--- config.mk ---
export PLATFORM = sky130hd
export DESIGN_NAME = sibt_div
export DESIGN_NICKNAME = d
export VERILOG_FILES = /design/src/hdl/sibt_div.sv
export SDC_FILE = /design/constraint.sdc
export NUM_CORES = 1
export LEC_CHECK = 0
export BUFFER_PORTS_ARGS = -buffer_cell sky130_fd_sc_hd__buf_2
export CAP_MARGIN = 40
export CORE_ASPECT_RATIO = 0.8
export CORE_MARGIN = 1.5
export CORE_UTILIZATION = 48
export DETAILED_ROUTE_END_ITERATION = 8
export MAX_ROUTING_LAYER = met4
export PLACE_DENSITY_LB_ADDON = 0.15
export SKIP_LAST_GASP = 1
export SLEW_MARGIN = 20
export SYNTH_ARGS = -nofsm -noshare
export SYNTH_HDL_FRONTEND = slang
export SYNTH_SLANG_ARGS = --single-unit
--- constraint.sdc ---
create_clock -name clk_i -period 2.9 [get_ports clk_i]
set_input_delay 0.29 -clock clk_i [delete_from_list [all_inputs] [get_ports clk_i]]
set_output_delay 0.29 -clock clk_i [all_outputs]
set_load 0.005 [all_outputs]
--- src/hdl/sibt_div.sv ---
// Iterative restoring divider, one quotient bit per cycle.
// Stand-alone; used by the translator top level for block and strip division.
`timescale 1ns / 1ps

module sibt_div (
  input  logic        clk_i,
  input  logic        rst_ni,
  input  logic        start_i,
  input  logic [47:0] dividend_i,
  input  logic [26:0] divisor_i,
  output logic        done_o,
  output logic [47:0] quot_o,
  output logic [26:0] rem_o
);

  logic        busy_q, busy_d;
  logic        done_q, done_d;
  logic [5:0]  cnt_q, cnt_d;
  logic [47:0] quot_q, quot_d;
  logic [26:0] rem_q, rem_d;
  logic [26:0] div_q, div_d;
  logic [27:0] trial;
  logic        ge;

  // One restoring step: shift in the next dividend bit, subtract if it fits
  always_comb begin
    trial  = {rem_q, quot_q[47]};
    ge     = trial >= {1'b0, div_q};
    busy_d = busy_q;
    done_d = 1'b0;
    cnt_d  = cnt_q;
    quot_d = quot_q;
    rem_d  = rem_q;
    div_d  = div_q;
    if (start_i) begin
      busy_d = 1'b1;
      cnt_d  = 6'd47;
      quot_d = dividend_i;
      rem_d  = '0;
      div_d  = divisor_i;
    end else if (busy_q) begin
      quot_d = {quot_q[46:0], ge};
      rem_d  = ge ? 27'(trial - {1'b0, div_q}) : trial[26:0];
      cnt_d  = cnt_q - 6'd1;
      if (cnt_q == '0) begin
        busy_d = 1'b0;
        done_d = 1'b1;
      end
    end
  end

  always_ff @(posedge clk_i or negedge rst_ni) begin
    if (!rst_ni) begin
      busy_q <= 1'b0;
      done_q <= 1'b0;
      cnt_q  <= '0;
    end else begin
      busy_q <= busy_d;
      done_q <= done_d;
      cnt_q  <= cnt_d;
    end
  end

  always_ff @(posedge clk_i) begin
    quot_q <= quot_d;
    rem_q  <= rem_d;
    div_q  <= div_d;
  end

  assign done_o = done_q;
  assign quot_o = quot_q;
  assign rem_o  = rem_q;

endmodule

# Yosys cells after proc, flatten, opt, wreduce, memory -nomap -nowiden

Cells that the tools add are included.
W data, S select, Z words.

Register bits: 110
Input bits: 78
Output and inout bits: 76

$add $sub $neg: 2
Magnitude comparators: 1
Mux-type cells: 11
Reduce and logical (&&, ||, !) cells: 2

Operator list:

| kind                  | number |
|---|---|
| $mux W48              | 2 |
| $ge A28 B27 Y1        | 1 |
| $mux W27              | 1 |
| $sub A27 B27 Y27      | 1 |
| $mux W6               | 2 |
| $logic_not A6 Y1      | 1 |
| $mux W1               | 6 |
| $sub A6 B1 Y6 const B | 1 |
| $reduce_bool A2 Y1    | 1 |

# Depth between registers and ports, before layout

Depth after elaboration: 4
Depth in mapped cells: 13
Mapped depth without buffers: 11

# Worst setup path before layout

Ideal clock, no wire load.

Path type: register to register
Start: register quot_q[47], in the netlist quot_o[47]
End: register rem_q[26], in the netlist rem_o[26]
Data arrival time: 2.692 ns
Setup slack: 0.139 ns
Stages on the path, launching flop included: 12
Buffers on the path: 0
Cells stage by stage: edfxtp_1 inv_1 ha_1 fa_1 nand2b_1 a211oi_2 o31ai_2 a211oi_2 nor3_1 or4_1 a22o_1 o21ai_1

Longest elaborated chain between the ends: 2
Elaborated cells between the ends (all ways): 3
Classes of those cells: add/sub: 1; order compare: 1; mux: 1

RTL lines:

| element                                            | RTL line | text |
|---|---|---|
| start: declaration                                 | 19       | `logic [47:0] quot_q, quot_d;` |
| start signal: assignment                           | 65       | `quot_q <= quot_d;` |
| $sub A27 B27 Y27 or $ge A28 B27 Y1 (tied branches) | 43, 28   |  |
| $mux W27 *                                         | 43       | `rem_d = ge ? 27'(trial - {1'b0, div_q}) : trial[26:0];` |
| end signal: assignment                             | 66       | `rem_q <= rem_d;` |
| end: declaration                                   | 20       | `logic [26:0] rem_q, rem_d;` |

Every way passes the cells marked *; elsewhere a longest branch is shown, timed or not.
A chain may end at the register's enable or synchronous reset.

# Worst setup path in the final report

Start: register rem_q[1], in the netlist rem_o[1]
End: register rem_q[25], in the netlist rem_o[25]

Longest elaborated chain between the ends: 2
Elaborated cells between the ends (all ways): 3
Classes of those cells: add/sub: 1; order compare: 1; mux: 1

RTL lines:

| element                                            | RTL line |
|---|---|
| $sub A27 B27 Y27 or $ge A28 B27 Y1 (tied branches) | 43, 28 |
| $mux W27 *                                         | 43 |

Marks and branches as above.

==> results summary <==
The flow ran to the end, and the final reports show no timing, DRC or antenna violations. The ratio of routed vias to standard cells came out at 5.348. The area taken by flip-flops and latches came out at 0.002993 mm2.

CTS placed an instance of clkbuf_16 at the clock tree root. The compound-gate portion of the synthesized area is 14.73%. The worst register-to-register path begins at rem_o[1]. The number of library cell types mapped by synthesis is 58. Entering global routing, the biggest net connects 47 pins.

The portion of synthesized cell area occupied by the leading cell type is 37.46%. The worst setup slack for register-to-register paths is 0.04 ns. The region available for standard cell placement spans 0.01221 mm2. After synthesis, the largest family of logic cells by area is compound AO/OA/AOI/OAI gates. The share of final-layout standard cells stronger than drive strength 1 came out at 36.83%. Synthesis inferred 110 register bits. Synthesis produced 554 cells.

Relative to the synthesized area, the layout overhead comes to 25.06%. For this run, the leading register cell type out of synthesis is edfxtp_1. The count of buffer and inverter cells on the critical path is 0.

Among the stages of the critical path, the cell type that occurs most often is o21ai_0. The biggest cell delay along the critical path is 0.44 ns. The worst hold path startpoint is divisor_i[6]. The maximum buffer depth of the clock tree came out at 2. Ranked by instance count, the synthesized netlist is headed by edfxtp_1, nor2_1, mux2_2, nand2_1.

The maximum resistive drop on vdd is 0.3568 mV. For this run, the total global-route usage over all layers was measured as 23.18%. The hold violation count in the final report came out at 0.

The detailed-router iteration count before antenna repair came out at 4. In this run the remaining antenna-violating nets after routing total 0. The clock arrives with 0.007926 ns of skew.

The worst setup path is launched from a flip-flop. The remaining design rule violation count came out at 0. The worst setup path is captured at a flip-flop. The starting density of the core is 49.25%. The path type of the worst min-delay path is primary input to flip-flop. The worst setup path is of the flip-flop to flip-flop kind.

The path depth of the worst reg2reg path is 9. The via count of the first global-routing pass is 4515. The number of buffers inserted during clock tree synthesis came out at 9. Dividing the final minimum period by the clock period gives 98.57%.

The slew at the pin with the worst max-slew slack came out at 0.6672 ns. The largest individual stage delay along the critical path comes from the cell ha_1. The most repeated cell in the gate-level netlist after synthesis is edfxtp_1. In the final design database the tool counted 836 nets. The average instance area after synthesis is 10.85 um2. The cell leakage power is 3.388 nW. The clock drives 110 sinks. edfxtp_1 takes more of the synthesized area than any other cell. For this design the top-level I/O count stands at 154. The first-pass GRT wire length came out at 23120 um.

The endpoint arrival time on the critical path is 3.10 ns. TritonCTS built the clock tree. The number of antenna diodes in the final layout is 0. The number of placement rows is 36. After layout, the minimum clock period comes to 2.858 ns.

The total setup violations reported at the end of the flow came out at 0. The H-tree was split into 3 levels. The routability-driven placement congestion ratio is 0.9031. The routed length on met3 is 757 um. The number of antenna violations at the first check in global routing is 0. The routed wirelength normalized by instance count came out at 16.54 um. The post-synthesis simple-gate area fraction is 12.07%.

The met1 routed wirelength after detailed routing came out at 7213 um. Measured along the y axis, the die boundary spans 103.1 um. After clock tree synthesis, the clock-pin slew on the worst setup and hold paths is 0.08 ns. For this run, the number of Yosys warnings is 0.

Of all nets on the critical path, the largest fanout is 5. The detailed router's first-iteration violation count is 279. Setup total negative slack on the finished layout was measured at 0 ns. The floorplan die area is 0.01321 mm2.

The total length of routed met2 wires came out at 6822 um. The number of vias after detailed routing is 4835. The cell depth of the worst hold path came out at 1.

The x dimension of the die came out at 128.1 um. Walking the worst path, the cells encountered are ha_1, o211ai_1, a21oi_1, o21ai_0, o21ai_0, a21oi_1, or2_2, a311oi_1, o21ai_0. The count of final max-slew check failures came out at 0. After synthesis, the cell types taking the most area are edfxtp_1, dfxtp_1, mux2_2, ha_1, nor2_1.

The final global-route overflow total came out at 0. The worst hold path terminates at div_q[6]. The total of max-cap violations came out at 0. In the final layout, the multi-input gates occupy 0.002829 mm2. The number of nets in the synthesized netlist is 662. The number of fill cells in the layout is 1045. The worst register-to-register path ends at rem_o[25]. The total power per unit cell area is 478.8 mW/mm2.

The remaining max-slew budget at the tightest pin came out at 55.11%. Setup repair after global routing could not meet its margin everywhere. The timing-limited maximum frequency is 0.3498 GHz.

The family with the most delay on the worst path is compound AO/OA/AOI/OAI gates. The worst hold slack across all endpoints came out at 0.09907 ns. The highest layer touched by signal routing is met4.

STA puts the critical path data required time at 3.14 ns. The async set or reset register ratio after synthesis came out at 7.273%. The area share of fa/ha/maj cells after synthesis is 6.368%. Yosys mapped a number of flops with a built-in enable equal to 75.

The clock insertion delay at the later pin of the skew report is 0.36 ns. The proportion of synthesized area in mux cells is 9.802%. Once detailed placement completed, the half-perimeter wirelength came to 11090 um. The cell area after synthesis is 0.006012 mm2. The sum of routed wire length over all layers is 14960 um. The count of buffers from port buffering is 153. After Yosys synthesis, XOR and XNOR cells account for 3.351% of the synthesized area. Sequential elements use 49.78% of the synthesized area.
## repair_timing
action | CTS | global route
hold buffers | 1 | 0
endpoints found under the setup margin | 6 | 15
pin swaps | 5 | 4
gates resized for setup | 1 | 8
endpoints found under the hold margin | 8 | 0
buffers inserted | 2 | 1
## power breakdown
group / internal, mW / switching, mW / total, mW
clock: 0.621 / 0.643 / 1.26
combinational: 0.246 / 0.244 / 0.490
sequential: 1.80 / 0.0498 / 1.85
total: 2.66 / 0.937 / 3.60
## state kept, by name, summed over array words and instances (netlist names)
name / flops
busy_q: 1
cnt_q: 6
div_q: 27
done_o: 1
quot_o: 48
rem_o: 27
## cell type report
| cell class | count | area share, % |
|---|---|---|
| Clock buffer | 9 | 2.996 |
| Clock inverter | 7 | 1.115 |
| Inverter | 33 | 1.648 |
| Multi-Input combinational cell | 386 | 37.63 |
| Sequential cell | 110 | 39.81 |
| Tap cell | 171 | 2.846 |
| Timing Repair Buffer | 188 | 13.96 |
## placed cells by master, fill, tap and decap left out, types with 12 or more instances in the layout
master | Yosys | final
a21oi_1 | 33 | 33
buf_2 | 4 | 152
buf_4 | 3 | 33
dfxtp_1 | 27 | 27
edfxtp_1 | 75 | 75
ha_1 | 29 | 29
inv_1 | 33 | 32
mux2_2 | 47 | 47
nand2_1 | 40 | 40
nand2b_1 | 13 | 12
nor2_1 | 54 | 54
o21ai_0 | 22 | 21
xor2_1 | 12 | 12
## stage by stage
step / area [um2] / util [%] / power [mW] / setup WS [ns] / cells
finish: 7518 / 61.59 / 3.600 / 0.04153 / 904
global route: 7518 / 61.59 / 3.757 / -0.03883 / 904
CTS: 7467 / 61.17 / 3.623 / 0.03409 / 903
detailed placement: 7129 / 58.41 / 2.349 / -0.01037 / 884
global placement: 7129 / 58.41 / 2.339 / 0.06210 / 884
floorplan: 6012 / - / 2.137 / 0.1388 / 554
## per-layer routing
metal  track usage [%]  vias up
li1                  -     2378
met2             34.74      139
met1             32.61     2303
met5                 -        -
met4             5.532        0
met3             4.463       15
## worst max-delay path by stage
| stage | startpoint | to | slack [ns] | cells past startpoint |
|---|---|---|---|---|
| final | rem_o[1] | rem_o[25] | 0.04 | 9 |
| after global placement | quot_o[47] | rem_o[26] | 0.06 | 11 |
| after detailed placement | quot_o[47] | rem_o[26] | -0.01 | 11 |
| after floorplan | quot_o[47] | rem_o[26] | 0.14 | 11 |
| after global routing | div_q[12] | rem_o[22] | -0.04 | 10 |
| after CTS | quot_o[47] | rem_o[26] | 0.03 | 12 |
## cells by family after synthesis
kind of cell	after synthesis
XOR/XNOR	23
flip-flops	110
AND/OR/NAND/NOR	152
adder cells (fa/ha/maj)	30
AO/OA/AOI/OAI	128
multiplexers	53
buffers and inverters	58
Note: power is estimated with default switching activity, not from simulation.
